==> src/hw/rtl/rfgb_pkg.sv <==
// Package for the rangefinder ground-bootstrap machine.
// Request structs, status and register index codes, register reset values.
// No dependencies.
`timescale 1ns / 1ps

package rfgb_pkg;

  // Reading status codes; 5..7 are unknown and behave like an error.
  localparam logic [2:0] ST_VALID     = 3'd0;
  localparam logic [2:0] ST_TOO_CLOSE = 3'd1;
  localparam logic [2:0] ST_TOO_FAR   = 3'd2;
  localparam logic [2:0] ST_NOT_READY = 3'd3;
  localparam logic [2:0] ST_ERROR     = 3'd4;

  // Configuration register indexes
  localparam logic [2:0] REG_BOOT_DIST   = 3'd0;
  localparam logic [2:0] REG_BOOT_EXIT   = 3'd1;
  localparam logic [2:0] REG_AIR_CLEAR   = 3'd2;
  localparam logic [2:0] REG_LAND_ARM    = 3'd3;
  localparam logic [2:0] REG_LAND_NEAR   = 3'd4;
  localparam logic [2:0] REG_FLIGHT_TGT  = 3'd5;
  localparam logic [2:0] REG_LAND_TGT    = 3'd6;
  localparam logic [2:0] REG_MAX_AGE     = 3'd7;

  // Register reset values
  localparam logic [15:0] RST_BOOT_DIST  = 16'd20;
  localparam logic [15:0] RST_BOOT_EXIT  = 16'd60;
  localparam logic [15:0] RST_AIR_CLEAR  = 16'd300;
  localparam logic [15:0] RST_LAND_ARM   = 16'd150;
  localparam logic [15:0] RST_LAND_NEAR  = 16'd80;
  localparam logic [7:0]  RST_FLIGHT_TGT = 8'd3;
  localparam logic [7:0]  RST_LAND_TGT   = 8'd3;
  localparam logic [7:0]  RST_MAX_AGE    = 8'd10;

  // Age counter ceiling
  localparam logic [7:0] AGE_MAX = 8'd255;

  typedef struct packed {
    logic [2:0]  read_status;
    logic [15:0] range_mm;
  } rfgb_in_t;

  typedef struct packed {
    logic        publish;
    logic [15:0] out_mm;
    logic        ground_fix;
  } rfgb_out_t;

  typedef enum logic [2:0] {
    MODE_BOOT   = 3'b001,
    MODE_FLIGHT = 3'b010,
    MODE_LAND   = 3'b100
  } rfgb_mode_e;

endpackage

==> src/hw/rtl/rangefinder_ground_bootstrap_fsm.sv <==
// Top level of the rangefinder ground-bootstrap machine.
// Input register, mode/counter update logic, result register, config registers.
// Depends on rfgb_pkg.
`timescale 1ns / 1ps

//  channel   | direction | handshake                 | payload
//  ----------+-----------+---------------------------+------------------------
//  in        | input     | in_valid_i / in_stall_o   | in_req_i  (rfgb_in_t)
//  out       | output    | out_valid_o / out_stall_i | out_req_o (rfgb_out_t)
//  cfg       | input     | cfg_we_i                  | cfg_idx_i, cfg_wdata_i
//
// One request per cycle sustained unless the output stalls. The request is
// captured in the input register, then the mode machine evaluates it and its
// result lands in the result register, with the state updated on the same edge.
// Reset (asynchronous, active low) puts the machine in bootstrap with all
// counters cleared and the registers at their defaults.
// A stall at the output holds the result; the input register keeps taking a
// request as long as the result register can drain or is empty.

module rangefinder_ground_bootstrap_fsm (
  input  logic               clk_i,
  input  logic               rst_ni,
  input  logic               in_valid_i,
  input  rfgb_pkg::rfgb_in_t in_req_i,
  output logic               in_stall_o,
  output logic               out_valid_o,
  output rfgb_pkg::rfgb_out_t out_req_o,
  input  logic               out_stall_i,
  input  logic               cfg_we_i,
  input  logic [2:0]         cfg_idx_i,
  input  logic [15:0]        cfg_wdata_i
);
  import rfgb_pkg::*;

  // ---------------------------------------------------------------------
  // Configuration registers
  // ---------------------------------------------------------------------
  logic [15:0] boot_dist_q, boot_exit_q, air_clear_q, land_arm_q, land_near_q;
  logic [7:0]  flight_tgt_q, land_tgt_q, max_age_q;

  always_ff @(posedge clk_i or negedge rst_ni) begin
    if (!rst_ni) begin
      boot_dist_q  <= RST_BOOT_DIST;
      boot_exit_q  <= RST_BOOT_EXIT;
      air_clear_q  <= RST_AIR_CLEAR;
      land_arm_q   <= RST_LAND_ARM;
      land_near_q  <= RST_LAND_NEAR;
      flight_tgt_q <= RST_FLIGHT_TGT;
      land_tgt_q   <= RST_LAND_TGT;
      max_age_q    <= RST_MAX_AGE;
    end else if (cfg_we_i) begin
      case (cfg_idx_i)
        REG_BOOT_DIST:  boot_dist_q  <= cfg_wdata_i;
        REG_BOOT_EXIT:  boot_exit_q  <= cfg_wdata_i;
        REG_AIR_CLEAR:  air_clear_q  <= cfg_wdata_i;
        REG_LAND_ARM:   land_arm_q   <= cfg_wdata_i;
        REG_LAND_NEAR:  land_near_q  <= cfg_wdata_i;
        REG_FLIGHT_TGT: flight_tgt_q <= cfg_wdata_i[7:0];
        REG_LAND_TGT:   land_tgt_q   <= cfg_wdata_i[7:0];
        REG_MAX_AGE:    max_age_q    <= cfg_wdata_i[7:0];
        default: ;
      endcase
    end
  end

  // ---------------------------------------------------------------------
  // Handshake: input register -> result register
  // ---------------------------------------------------------------------
  logic      in_valid_q;
  rfgb_in_t  in_q;
  logic      out_valid_q;
  rfgb_out_t out_q;
  logic      out_ready;   // result register can take a new result
  logic      advance;     // held request is evaluated and retired
  logic      in_take;

  assign out_ready  = !out_valid_q || !out_stall_i;
  assign advance    = in_valid_q && out_ready;
  assign in_stall_o = in_valid_q && !out_ready;
  assign in_take    = in_valid_i && !in_stall_o;

  always_ff @(posedge clk_i or negedge rst_ni) begin
    if (!rst_ni) begin
      in_valid_q <= 1'b0;
    end else if (in_take) begin
      in_valid_q <= 1'b1;
    end else if (advance) begin
      in_valid_q <= 1'b0;
    end
  end

  always_ff @(posedge clk_i) begin
    if (in_take) begin
      in_q <= in_req_i;
    end
  end

  // ---------------------------------------------------------------------
  // Mode machine state
  // ---------------------------------------------------------------------
  rfgb_mode_e mode_q, mode_d;
  logic [7:0] fc_q, fc_d;     // consecutive high readings in bootstrap
  logic [7:0] lc_q, lc_d;     // landing confirm count
  logic       acs_q, acs_d;   // airborne clear seen
  logic       armed_q, armed_d;
  logic [7:0] age_q, age_d;   // updates since last valid, saturating
  rfgb_out_t  res;

  logic [2:0]  st;
  logic [15:0] mm;
  logic        is_valid, is_close;
  logic [7:0]  fc_inc, lc_inc;
  logic        low_ev;
  logic        armed_f;

  always_comb begin
    st       = in_q.read_status;
    mm       = in_q.range_mm;
    is_valid = (st == ST_VALID);
    is_close = (st == ST_TOO_CLOSE);

    // Age moves first; low-evidence check sees the new value.
    if (is_valid) begin
      age_d = 8'd0;
    end else if (age_q != AGE_MAX) begin
      age_d = age_q + 8'd1;
    end else begin
      age_d = age_q;
    end

    fc_inc  = (fc_q < flight_tgt_q) ? fc_q + 8'd1 : fc_q;
    lc_inc  = (lc_q < land_tgt_q) ? lc_q + 8'd1 : lc_q;
    low_ev  = acs_q && armed_q && (age_d <= max_age_q);
    armed_f = armed_q;

    mode_d  = mode_q;
    fc_d    = fc_q;
    lc_d    = lc_q;
    acs_d   = acs_q;
    armed_d = armed_q;
    res     = '0;

    case (mode_q)
      MODE_BOOT: begin
        if (is_close) begin
          fc_d = 8'd0;
          res  = '{publish: 1'b1, out_mm: boot_dist_q, ground_fix: 1'b1};
        end else if (is_valid) begin
          if (mm < boot_exit_q) begin
            fc_d = 8'd0;
            res  = '{publish: 1'b1, out_mm: boot_dist_q, ground_fix: 1'b1};
          end else if (fc_inc >= flight_tgt_q) begin
            // enough high readings: take off
            mode_d  = MODE_FLIGHT;
            fc_d    = 8'd0;
            acs_d   = (mm >= air_clear_q);
            armed_d = 1'b0;
            res     = '{publish: 1'b1, out_mm: mm, ground_fix: 1'b0};
          end else begin
            fc_d = fc_inc;
            res  = '{publish: 1'b1, out_mm: boot_dist_q, ground_fix: 1'b1};
          end
        end else if (st != ST_NOT_READY) begin
          fc_d = 8'd0;
        end
      end

      MODE_FLIGHT: begin
        if (is_valid) begin
          if (mm >= air_clear_q) begin
            acs_d   = 1'b1;
            armed_f = 1'b0;
          end else if (acs_q) begin
            armed_f = (mm <= land_arm_q);
          end
          armed_d = armed_f;
          if (armed_f && (mm <= land_near_q)) begin
            mode_d = MODE_LAND;
            lc_d   = 8'd1;
          end
          res = '{publish: 1'b1, out_mm: mm, ground_fix: 1'b0};
        end else if (is_close && low_ev) begin
          mode_d = MODE_LAND;
          lc_d   = 8'd1;
        end
      end

      default: begin
        // landing confirm
        if (is_valid) begin
          if (mm >= air_clear_q) begin
            mode_d  = MODE_FLIGHT;
            lc_d    = 8'd0;
            acs_d   = 1'b1;
            armed_d = 1'b0;
            res     = '{publish: 1'b1, out_mm: mm, ground_fix: 1'b0};
          end else if (mm > land_near_q) begin
            mode_d  = MODE_FLIGHT;
            lc_d    = 8'd0;
            armed_d = (mm <= land_arm_q);
            res     = '{publish: 1'b1, out_mm: mm, ground_fix: 1'b0};
          end else if (lc_inc >= land_tgt_q) begin
            // landed: back to bootstrap, all evidence cleared
            mode_d  = MODE_BOOT;
            fc_d    = 8'd0;
            lc_d    = 8'd0;
            acs_d   = 1'b0;
            armed_d = 1'b0;
            age_d   = 8'd0;
            res     = '{publish: 1'b1, out_mm: boot_dist_q, ground_fix: 1'b1};
          end else begin
            lc_d = lc_inc;
            res  = '{publish: 1'b1, out_mm: mm, ground_fix: 1'b0};
          end
        end else if (is_close) begin
          if (!low_ev) begin
            mode_d  = MODE_FLIGHT;
            lc_d    = 8'd0;
            armed_d = 1'b0;
          end else if (lc_inc >= land_tgt_q) begin
            mode_d  = MODE_BOOT;
            fc_d    = 8'd0;
            lc_d    = 8'd0;
            acs_d   = 1'b0;
            armed_d = 1'b0;
            age_d   = 8'd0;
            res     = '{publish: 1'b1, out_mm: boot_dist_q, ground_fix: 1'b1};
          end else begin
            lc_d = lc_inc;
          end
        end else if (age_d > max_age_q) begin
          // stale data: fall back to flight
          mode_d  = MODE_FLIGHT;
          lc_d    = 8'd0;
          armed_d = 1'b0;
        end
      end
    endcase
  end

  always_ff @(posedge clk_i or negedge rst_ni) begin
    if (!rst_ni) begin
      mode_q  <= MODE_BOOT;
      fc_q    <= 8'd0;
      lc_q    <= 8'd0;
      acs_q   <= 1'b0;
      armed_q <= 1'b0;
      age_q   <= 8'd0;
    end else if (advance) begin
      mode_q  <= mode_d;
      fc_q    <= fc_d;
      lc_q    <= lc_d;
      acs_q   <= acs_d;
      armed_q <= armed_d;
      age_q   <= age_d;
    end
  end

  // ---------------------------------------------------------------------
  // Result register
  // ---------------------------------------------------------------------
  always_ff @(posedge clk_i or negedge rst_ni) begin
    if (!rst_ni) begin
      out_valid_q <= 1'b0;
    end else if (out_ready) begin
      out_valid_q <= in_valid_q;
    end
  end

  always_ff @(posedge clk_i) begin
    if (advance) begin
      out_q <= res;
    end
  end

  assign out_valid_o = out_valid_q;
  assign out_req_o   = out_q;

  // ---------------------------------------------------------------------
  // Assertions
  // ---------------------------------------------------------------------
  a_boot_clean: assert property (@(posedge clk_i) disable iff (!rst_ni)
    mode_q == MODE_BOOT |-> !acs_q && !armed_q && lc_q == 8'd0)
    else $error("bootstrap mode with landing evidence left over");

  a_land_count: assert property (@(posedge clk_i) disable iff (!rst_ni)
    mode_q == MODE_LAND |-> lc_q != 8'd0 && fc_q == 8'd0)
    else $error("landing confirm with bad counters");

  a_armed_clear: assert property (@(posedge clk_i) disable iff (!rst_ni)
    armed_q |-> acs_q)
    else $error("landing armed without airborne clear");

  a_boot_pub: assert property (@(posedge clk_i) disable iff (!rst_ni)
    out_valid_q && out_q.ground_fix |-> out_q.publish)
    else $error("bootstrap flag on an unpublished result");

  a_state_hold: assert property (@(posedge clk_i) disable iff (!rst_ni)
    !advance |=> $stable(mode_q) && $stable(age_q))
    else $error("state moved without a retired request");

endmodule
==> config.mk <==
export PLATFORM = sky130hd
export DESIGN_NAME = rangefinder_ground_bootstrap_fsm
export DESIGN_NICKNAME = d
export VERILOG_FILES = /design/src/hw/rtl/rfgb_pkg.sv /design/src/hw/rtl/rangefinder_ground_bootstrap_fsm.sv
export SDC_FILE = /design/constraint.sdc
export NUM_CORES = 1
export LEC_CHECK = 0
export ABC_CLOCK_PERIOD_IN_PS = 8400
export BUFFER_PORTS_ARGS = -buffer_cell sky130_fd_sc_hd__buf_2
export CAP_MARGIN = 20
export CORE_ASPECT_RATIO = 1.25
export CORE_UTILIZATION = 51
export CTS_BUF_LIST = sky130_fd_sc_hd__clkbuf_4
export CTS_CLUSTER_DIAMETER = 120
export DETAILED_ROUTE_END_ITERATION = 8
export GPL_TIMING_DRIVEN = 1
export PLACE_DENSITY = 0.69
export RECOVER_POWER = 50
export SYNTH_ARGS = -nofsm -noshare
export SYNTH_HDL_FRONTEND = slang
export SYNTH_SLANG_ARGS = --single-unit
==> constraint.sdc <==
create_clock -name clk_i -period 8.4 [get_ports clk_i]
set_input_delay 1.68 -clock clk_i [delete_from_list [all_inputs] [get_ports clk_i]]
set_output_delay 1.68 -clock clk_i [all_outputs]
set_load 0.005 [all_outputs]
==> qor.txt, run 1 <==
Status: finished with violations
Failing checks: max-capacitance violations, max-slew violations
Hold-fix buffers at CTS: 0
CTS tree: yes
Die width: 127 um
Core box area: 0.0189 sq mm
First-pass GRT wire length: 38.1 mm
Crit-path max FO: 74
Rel. slew slack: -172%
DP HPWL: 17.4 mm
Post-Syn Area: 0.00992 sq mm
Max cap viols: 1
Largest net degree at the start of global routing: 75
Yosys top cell by area: dfrtp_1
Ys async rst share: 78.5%
Util after Layout: 56.7%
R2R Setup Slk: 3520 ps
Syn-to-layout area delta: 8.19%
Antenna violations before repair: 1
Crit Path Class: in2async
#FFs+latches synth: 172
IO Port Bufs: 62
Post-place setup slack: 3550 ps
Starting density of the core: 52.4%
Required time of the critical path: 9010 ps
Cell row count: 56
Final Max Tran Viols: 75
Post CTS Setup Buffer Count: 0
Count leader, synth: dfrtp_1
Antenna Violating Nets Remaining: 0
H-Tree Depth: 4
Sequential area share after synthesis: 45.6%
Synth warn: 0
First DRT Iteration DRCs: 516
Fin crit share: 59.6%
Tmin final: 5010 ps
Largest cells by area after synthesis: dfrtp_1, ha_1, edfxtp_1, mux2_2, dfstp_2
Cell variety after synth: 61
Final Setup Violations: 0
Fin Hold WS: 502 ps
Slowest stage delay, CP: 2810 ps
Placed instance area: 0.0105 sq mm
Synth Flop Type: dfrtp_1
EDFF count, synth: 37
Crit path setup slack, layout: 3390 ps
Clk_lat worst skew: 570 ps
Vias per cell: 5.90
Number of global-route vias before repair: 7,285
Inserted Clock Buffers: 17
Worst Tran Pin Value: 4080 ps
Worst setup EP type: asynchronous set/reset pin
Clock-pin transition on the worst setup and hold timing paths: 150 ps
Drt wl/cell: 18.7 um
Unrepaired setup endpoints after global routing: false
Clock sinks: 172
Syn_area_per_cell: 10.5 sq um
Leakage Power: 4.91 nW
Filler instances: 1,660
Share of post-route cells with drive strength above 1: 19.5%
CP Cell Sequence: clkbuf_1 -> buf_4
Placer Congestion: 0.922
Final nets: 1,155
Largest buffer count on any clock path: 2
IO Pins: 63
Critical path's top delay family: buffers and inverters
Hold crit path type: reg2reg
Finished Cell Area: 0.0107 sq mm
DR vias: 7,396
Max Fclk: 200 MHz
First-pass iteration count of the detailed router: 5
CTS Root Cell: clkbuf_4
Critical Path Start Type: primary input
Post-route DRC: 0
Die ar.: 0.0200 sq mm
Critical path data arrival time: 5610 ps
Post-cts resize count: 0
Syn Inst Count: 947
Most frequent cells after synthesis: dfrtp_1, ha_1, inv_1
Grt total ovfl: 0
Syn nets: 1,094
Sum Neg Setup Slack: 0 ps
Final WL: 23.5 mm
Top-area cell type share of the netlist area: 28.3%
Total GRT Usage: 25.0%
Final Hold Viols: 0
Power Density: 221 mW/mm^2
Peak supply drop: 0.133 mV
Buf+Inv Stages, Crit Path: 2
Die height: 158 um
Skew final: 25.1 ps
CP max-delay cell: clkbuf_1
[placed cells by master (no fill, tap or decap), types with 7 or more instances in the layout]
| cell type | n |
|---|---|
| dfrtp_1 | 112 |
| ha_1 | 104 |
| inv_1 | 91 |
| nand2_1 | 84 |
| o21ai_0 | 73 |
| mux2_2 | 62 |
| buf_2 | 59 |
| a21oi_1 | 55 |
| edfxtp_1 | 37 |
| nor2_1 | 30 |
| nand4_1 | 24 |
| dfstp_2 | 23 |
| a21o_1 | 21 |
| a22oi_1 | 18 |
| clkbuf_4 | 18 |
| a221oi_1 | 17 |
| nand2b_1 | 14 |
| xnor2_1 | 12 |
| and3_1 | 12 |
| nor3_1 | 9 |
| a22o_1 | 8 |
| o21a_1 | 7 |
| clkbuf_1 | 7 |
[flip-flops by register name (all words and copies together), names as in the netlist, 3 cells and up]
register	cells
air_clear_q	16
out_req_o	18
age_q	8
boot_dist_q	16
land_near_q	16
fc_q	8
mode_q	3
boot_exit_q	16
flight_tgt_q	8
mm	16
land_tgt_q	8
max_age_q	8
lc_q	8
land_arm_q	16
st	3
[area by class of cell]
cell class	count	area, sq um	area share (%)
multi-input combinational	653	4940	46.0
tap	232	290	2.71
clock inverter	15	138	1.28
timing repair buffer	73	374	3.49
clock buffer	17	128	1.19
sequential	172	4520	42.1
inverter	91	342	3.18
antenna	1	2.50	0.0233
[worst reg2reg max path, cell delays in order, from the launching register on]
cell	delay (ps)
dfstp_2	550
inv_1	50
ha_1	290
a21o_1	170
a21oi_1	130
o21ai_0	110
a311oi_2	700
nand4_1	200
xnor2_1	260
ha_1	280
a211o_1	310
a211o_1	280
a21oi_1	420
o21a_1	620
a221oi_1	160
a21oi_1	180
[where the power goes]
group | switching, mW | internal, mW
clock network | 0.309 | 0.151
logic | 0.422 | 0.324
registers | 0.113 | 1.05
total | 0.844 | 1.53
[layer usage]
metal  vias up  track usage, %  share of wire [%]  routed length (um)
met3        30            2.87                3.4                 791
li1       3583               -                  -                   -
met4         0            9.58                2.5                 587
met1      3618            30.9                 43               10100
met2       165            44.8                 51               12000
met5         -               0                  0                   0
[path summary, 6_finish.rpt]
| kind | start | cells after the start | end |
|---|---|---|---|
| max | rst_ni | 2 | boot_dist_q[3] |
| min reg2reg | in_valid_q | 1 | out_valid_o |
| max in group clk_i | land_tgt_q[1] | 15 | out_req_o[1] |
| max reg2reg | land_tgt_q[1] | 15 | out_req_o[1] |
| min in group asynchronous | rst_ni | 1 | fc_q[5] |
| min | in_valid_q | 1 | out_valid_o |
[cell families (layout without fill, tap and decap cells)]
| kind of cell | after synthesis | count (layout) | synth area share (%) |
|---|---|---|---|
| AOI/OAI and AO/OA | 255 | 255 | 16.9 |
| xor gates and xnor gates | 18 | 18 | 1.59 |
| adders and majority gates | 104 | 104 | 13.1 |
| buffers and inverters | 122 | 196 | 4.65 |
| DFF | 172 | 172 | 45.6 |
| muxes | 66 | 66 | 7.44 |
| other | 0 | 1 | 0 |
| and+or+nand+nor | 210 | 210 | 10.8 |
[through the flow]
| stage | total power [mW] | cells |
|---|---|---|
| after global routing | 2.53 | 1254 |
| final | 2.37 | 1254 |
| after floorplan | 1.68 | 947 |
| after detailed placement | 1.92 | 1219 |
| after global placement | 1.89 | 1219 |
| after CTS | 2.39 | 1251 |
Power figures use the tool's default switching activity.
==> run 2: changes to the inputs <==
Settings changed: ABC_CLOCK_PERIOD_IN_PS 8400 to 4900.
Clock period 8.4 ns to 4.9 ns, I/O delays scaled along.
==> run 2 against run 1 <==
The flow still finishes with violations (max-capacitance violations, max-slew violations). Critical endpoint is now out_req_o[14]. Register-to-register slack got worse by 3100 ps. Worst setup slack got worse by 2900 ps. Die area did not move. Combinational power rose by 74%. Highest routed layer unchanged. Global-route usage rose by 0.39 points. Utilization rose by 0.56 points.
==> qor.txt, run 2 (synthesis results as in run 1) <==
Clk_lat worst skew: 580 ps (was 570 ps)
Finished Cell Area: 0.0108 sq mm (was 0.0107 sq mm)
Register area: 0.00452 sq mm (unchanged)
Fin Hold WS: 512 ps (was 502 ps)
GR Util met1: 30.8% (was 30.9%)
Drt wl/cell: 18.8 um (was 18.7 um)
First-pass iteration count of the detailed router: 5 (unchanged)
Most frequent cells in the layout: dfrtp_1, ha_1, inv_1, nand2_1, o21ai_0 (unchanged)
Post CTS Setup Buffer Count: 0 (unchanged)
Final WL: 23.6 mm (was 23.5 mm)
Crit path setup slack, layout: 454 ps (was 3390 ps)
Peak supply drop: 0.181 mV (was 0.133 mV)
Power Density: 380 mW/mm^2 (was 221 mW/mm^2)
Die width: 127 um (unchanged)
Skew final: 16.3 ps (was 25.1 ps)
CTS Root Cell: clkbuf_4 (unchanged)
Die height: 158 um (unchanged)
Slowest stage delay, CP: 580 ps (was 2810 ps)
Antenna Violating Nets Remaining: 0 (unchanged)
Starting density of the core: 52.4% (unchanged)
Clock-pin transition on the worst setup and hold timing paths: 160 ps (was 150 ps)
Critical path's top delay family: compound AO/OA/AOI/OAI gates (was buffers and inverters)
Core box area: 0.0189 sq mm (unchanged)
Critical Path Start Type: register (was primary input)
Largest net degree at the start of global routing: 108 (was 75)
Leakage Power: 4.95 nW (was 4.91 nW)
Final Hold Viols: 0 (unchanged)
Post-route DRC: 0 (unchanged)
Inserted Clock Buffers: 17 (unchanged)
Worst setup EP type: register (was asynchronous set/reset pin)
Syn-to-layout area delta: 9.25% (was 8.19%)
First DRT Iteration DRCs: 496 (was 516)
Hold crit path type: reg2reg (unchanged)
Number of global-route vias before repair: 7,474 (was 7,285)
Critical path data arrival time: 4880 ps (was 5610 ps)
Max Fclk: 225 MHz
Post-place setup slack: 296 ps (was 3550 ps)
Grt total ovfl: 0 (unchanged)
Placed instance area: 0.0105 sq mm (about the same)
Die ar.: 0.0200 sq mm (unchanged)
Antenna violations before repair: 1 (unchanged)
IO Pins: 63 (unchanged)
Multi-input logic area: 0.00496 sq mm (was 0.00494 sq mm)
Cell row count: 56 (unchanged)
Clock sinks: 172 (unchanged)
First-pass GRT wire length: 38.4 mm (was 38.1 mm)
Crit Path Class: reg2reg (was in2async)
Final Max Tran Viols: 86 (was 75)
Buf+Inv Stages, Crit Path: 2 (unchanged)
Fin crit share: 90.7%
Failing checks: max-capacitance violations, max-slew violations (unchanged)
Max reg flops: 18 (unchanged)
DR vias: 7,501 (was 7,396)
Placer Congestion: 0.852 (was 0.922)
CP Cell Sequence: inv_1 -> ha_1 -> a21o_1 -> a21oi_1 -> o21ai_0 -> a311oi_2 -> buf_4 -> mux2_2 -> ha_1 -> a21o_1 -> a21o_1 -> a211o_1 -> a21oi_2 -> o21a_1 -> a221oi_1 -> a21oi_1 (was clkbuf_1 -> buf_4)
Grt peak-use layer: met2 (unchanged)
Rel. slew slack: -94.0% (was -172%)
Crit-path max FO: 16 (was 74)
Worst Tran Pin Value: 2910 ps (was 4080 ps)
DP HPWL: 17.1 mm (was 17.4 mm)
H-Tree Depth: 4 (unchanged)
Total GRT Usage: 25.3% (was 25.0%)
CP max-delay cell: o21a_1 (was clkbuf_1)
Global routing usage on met2: 44.6% (was 44.8%)
Share of post-route cells with drive strength above 1: 20.3% (was 19.5%)
GR Layer Usage met3: 3.41% (was 2.87%)
IO Port Bufs: 62 (unchanged)
Vias per cell: 5.96 (was 5.90)
Commonest non-fill, non-tap cell in the layout: dfrtp_1 (unchanged)
Largest buffer count on any clock path: 2 (unchanged)
Max cap viols: 2 (was 1)
Tmin final: 4450 ps
Status: finished with violations (unchanged)
Final Setup Violations: 0 (unchanged)
Filler instances: 1,674 (was 1,660)
Unrepaired setup endpoints after global routing: false (unchanged)
Final nets: 1,160 (was 1,155)
Sum Neg Setup Slack: 0 ps (unchanged)
CTS tree: yes (unchanged)
Required time of the critical path: 5330 ps (was 9010 ps)
CP most frequent cell: a21o_1
run 2: timing repair:
action / 4_1_cts / 5_1_grt
hold buffers: 0 / 0
gates resized for setup: 0 / 1
endpoints found under the setup margin: 0 / 10
run 2: power by group:
part	switching [mW]	internal (mW)	total [mW]
sequential	0.187	1.81	1.99
clock	0.559	0.268	0.827
combinational	0.731	0.572	1.30
total	1.48	2.65	4.12
run 2: through the flow:
step / power, mW / utilization (%) / instances
after global routing: 4.41 / 57.3 / 1259
after floorplan: 2.88 / - / 947
after CTS: 4.13 / 57.1 / 1255
after detailed placement: 3.30 / 55.6 / 1223
after global placement: 3.25 / 55.6 / 1222
final: 4.12 / 57.3 / 1259
run 2: worst register-to-register path, stage by stage, from the launching register on:
cell and delay [ps]:
dfstp_2 560, inv_1 50, ha_1 280, a21o_1 150
a21oi_1 130, o21ai_0 110, a311oi_2 270, buf_4 220
mux2_2 360, ha_1 280, a21o_1 160, a21o_1 170
a211o_1 310, a21oi_2 310, o21a_1 580, a221oi_1 170
a21oi_1 170
run 2: path summary, 6_finish.rpt:
kind	from	endpoint	slack (ps)	depth (start not counted)
worst max-delay path	land_tgt_q[1]	out_req_o[14]	450	16
worst min-delay path	in_valid_q	out_valid_o	510	1
worst max register to register	land_tgt_q[1]	out_req_o[14]	450	16
worst min register to register	in_valid_q	out_valid_o	510	1
max in group asynchronous	rst_ni	boot_dist_q[5]	1060	2
min in group asynchronous	rst_ni	fc_q[1]	1310	1
run 2: area by class of cell:
class,instances,share of cell area [%]
clock inverters,15,1.42
repair buffers,78,4.10
multi-input cells,653,45.8
clock buffers,17,1.18
inverters,91,3.15
well taps,232,2.68
flip-flops and latches,172,41.7
diodes,1,0.0231
run 2: routing by layer:
metal | routed length [um] | share of wire (%) | vias to the layer above
met5 | 0 | 0 | -
met4 | 817 | 3.5 | 0
met3 | 860 | 3.6 | 44
met2 | 12100 | 51 | 187
met1 | 9870 | 42 | 3669
li1 | - | - | 3601
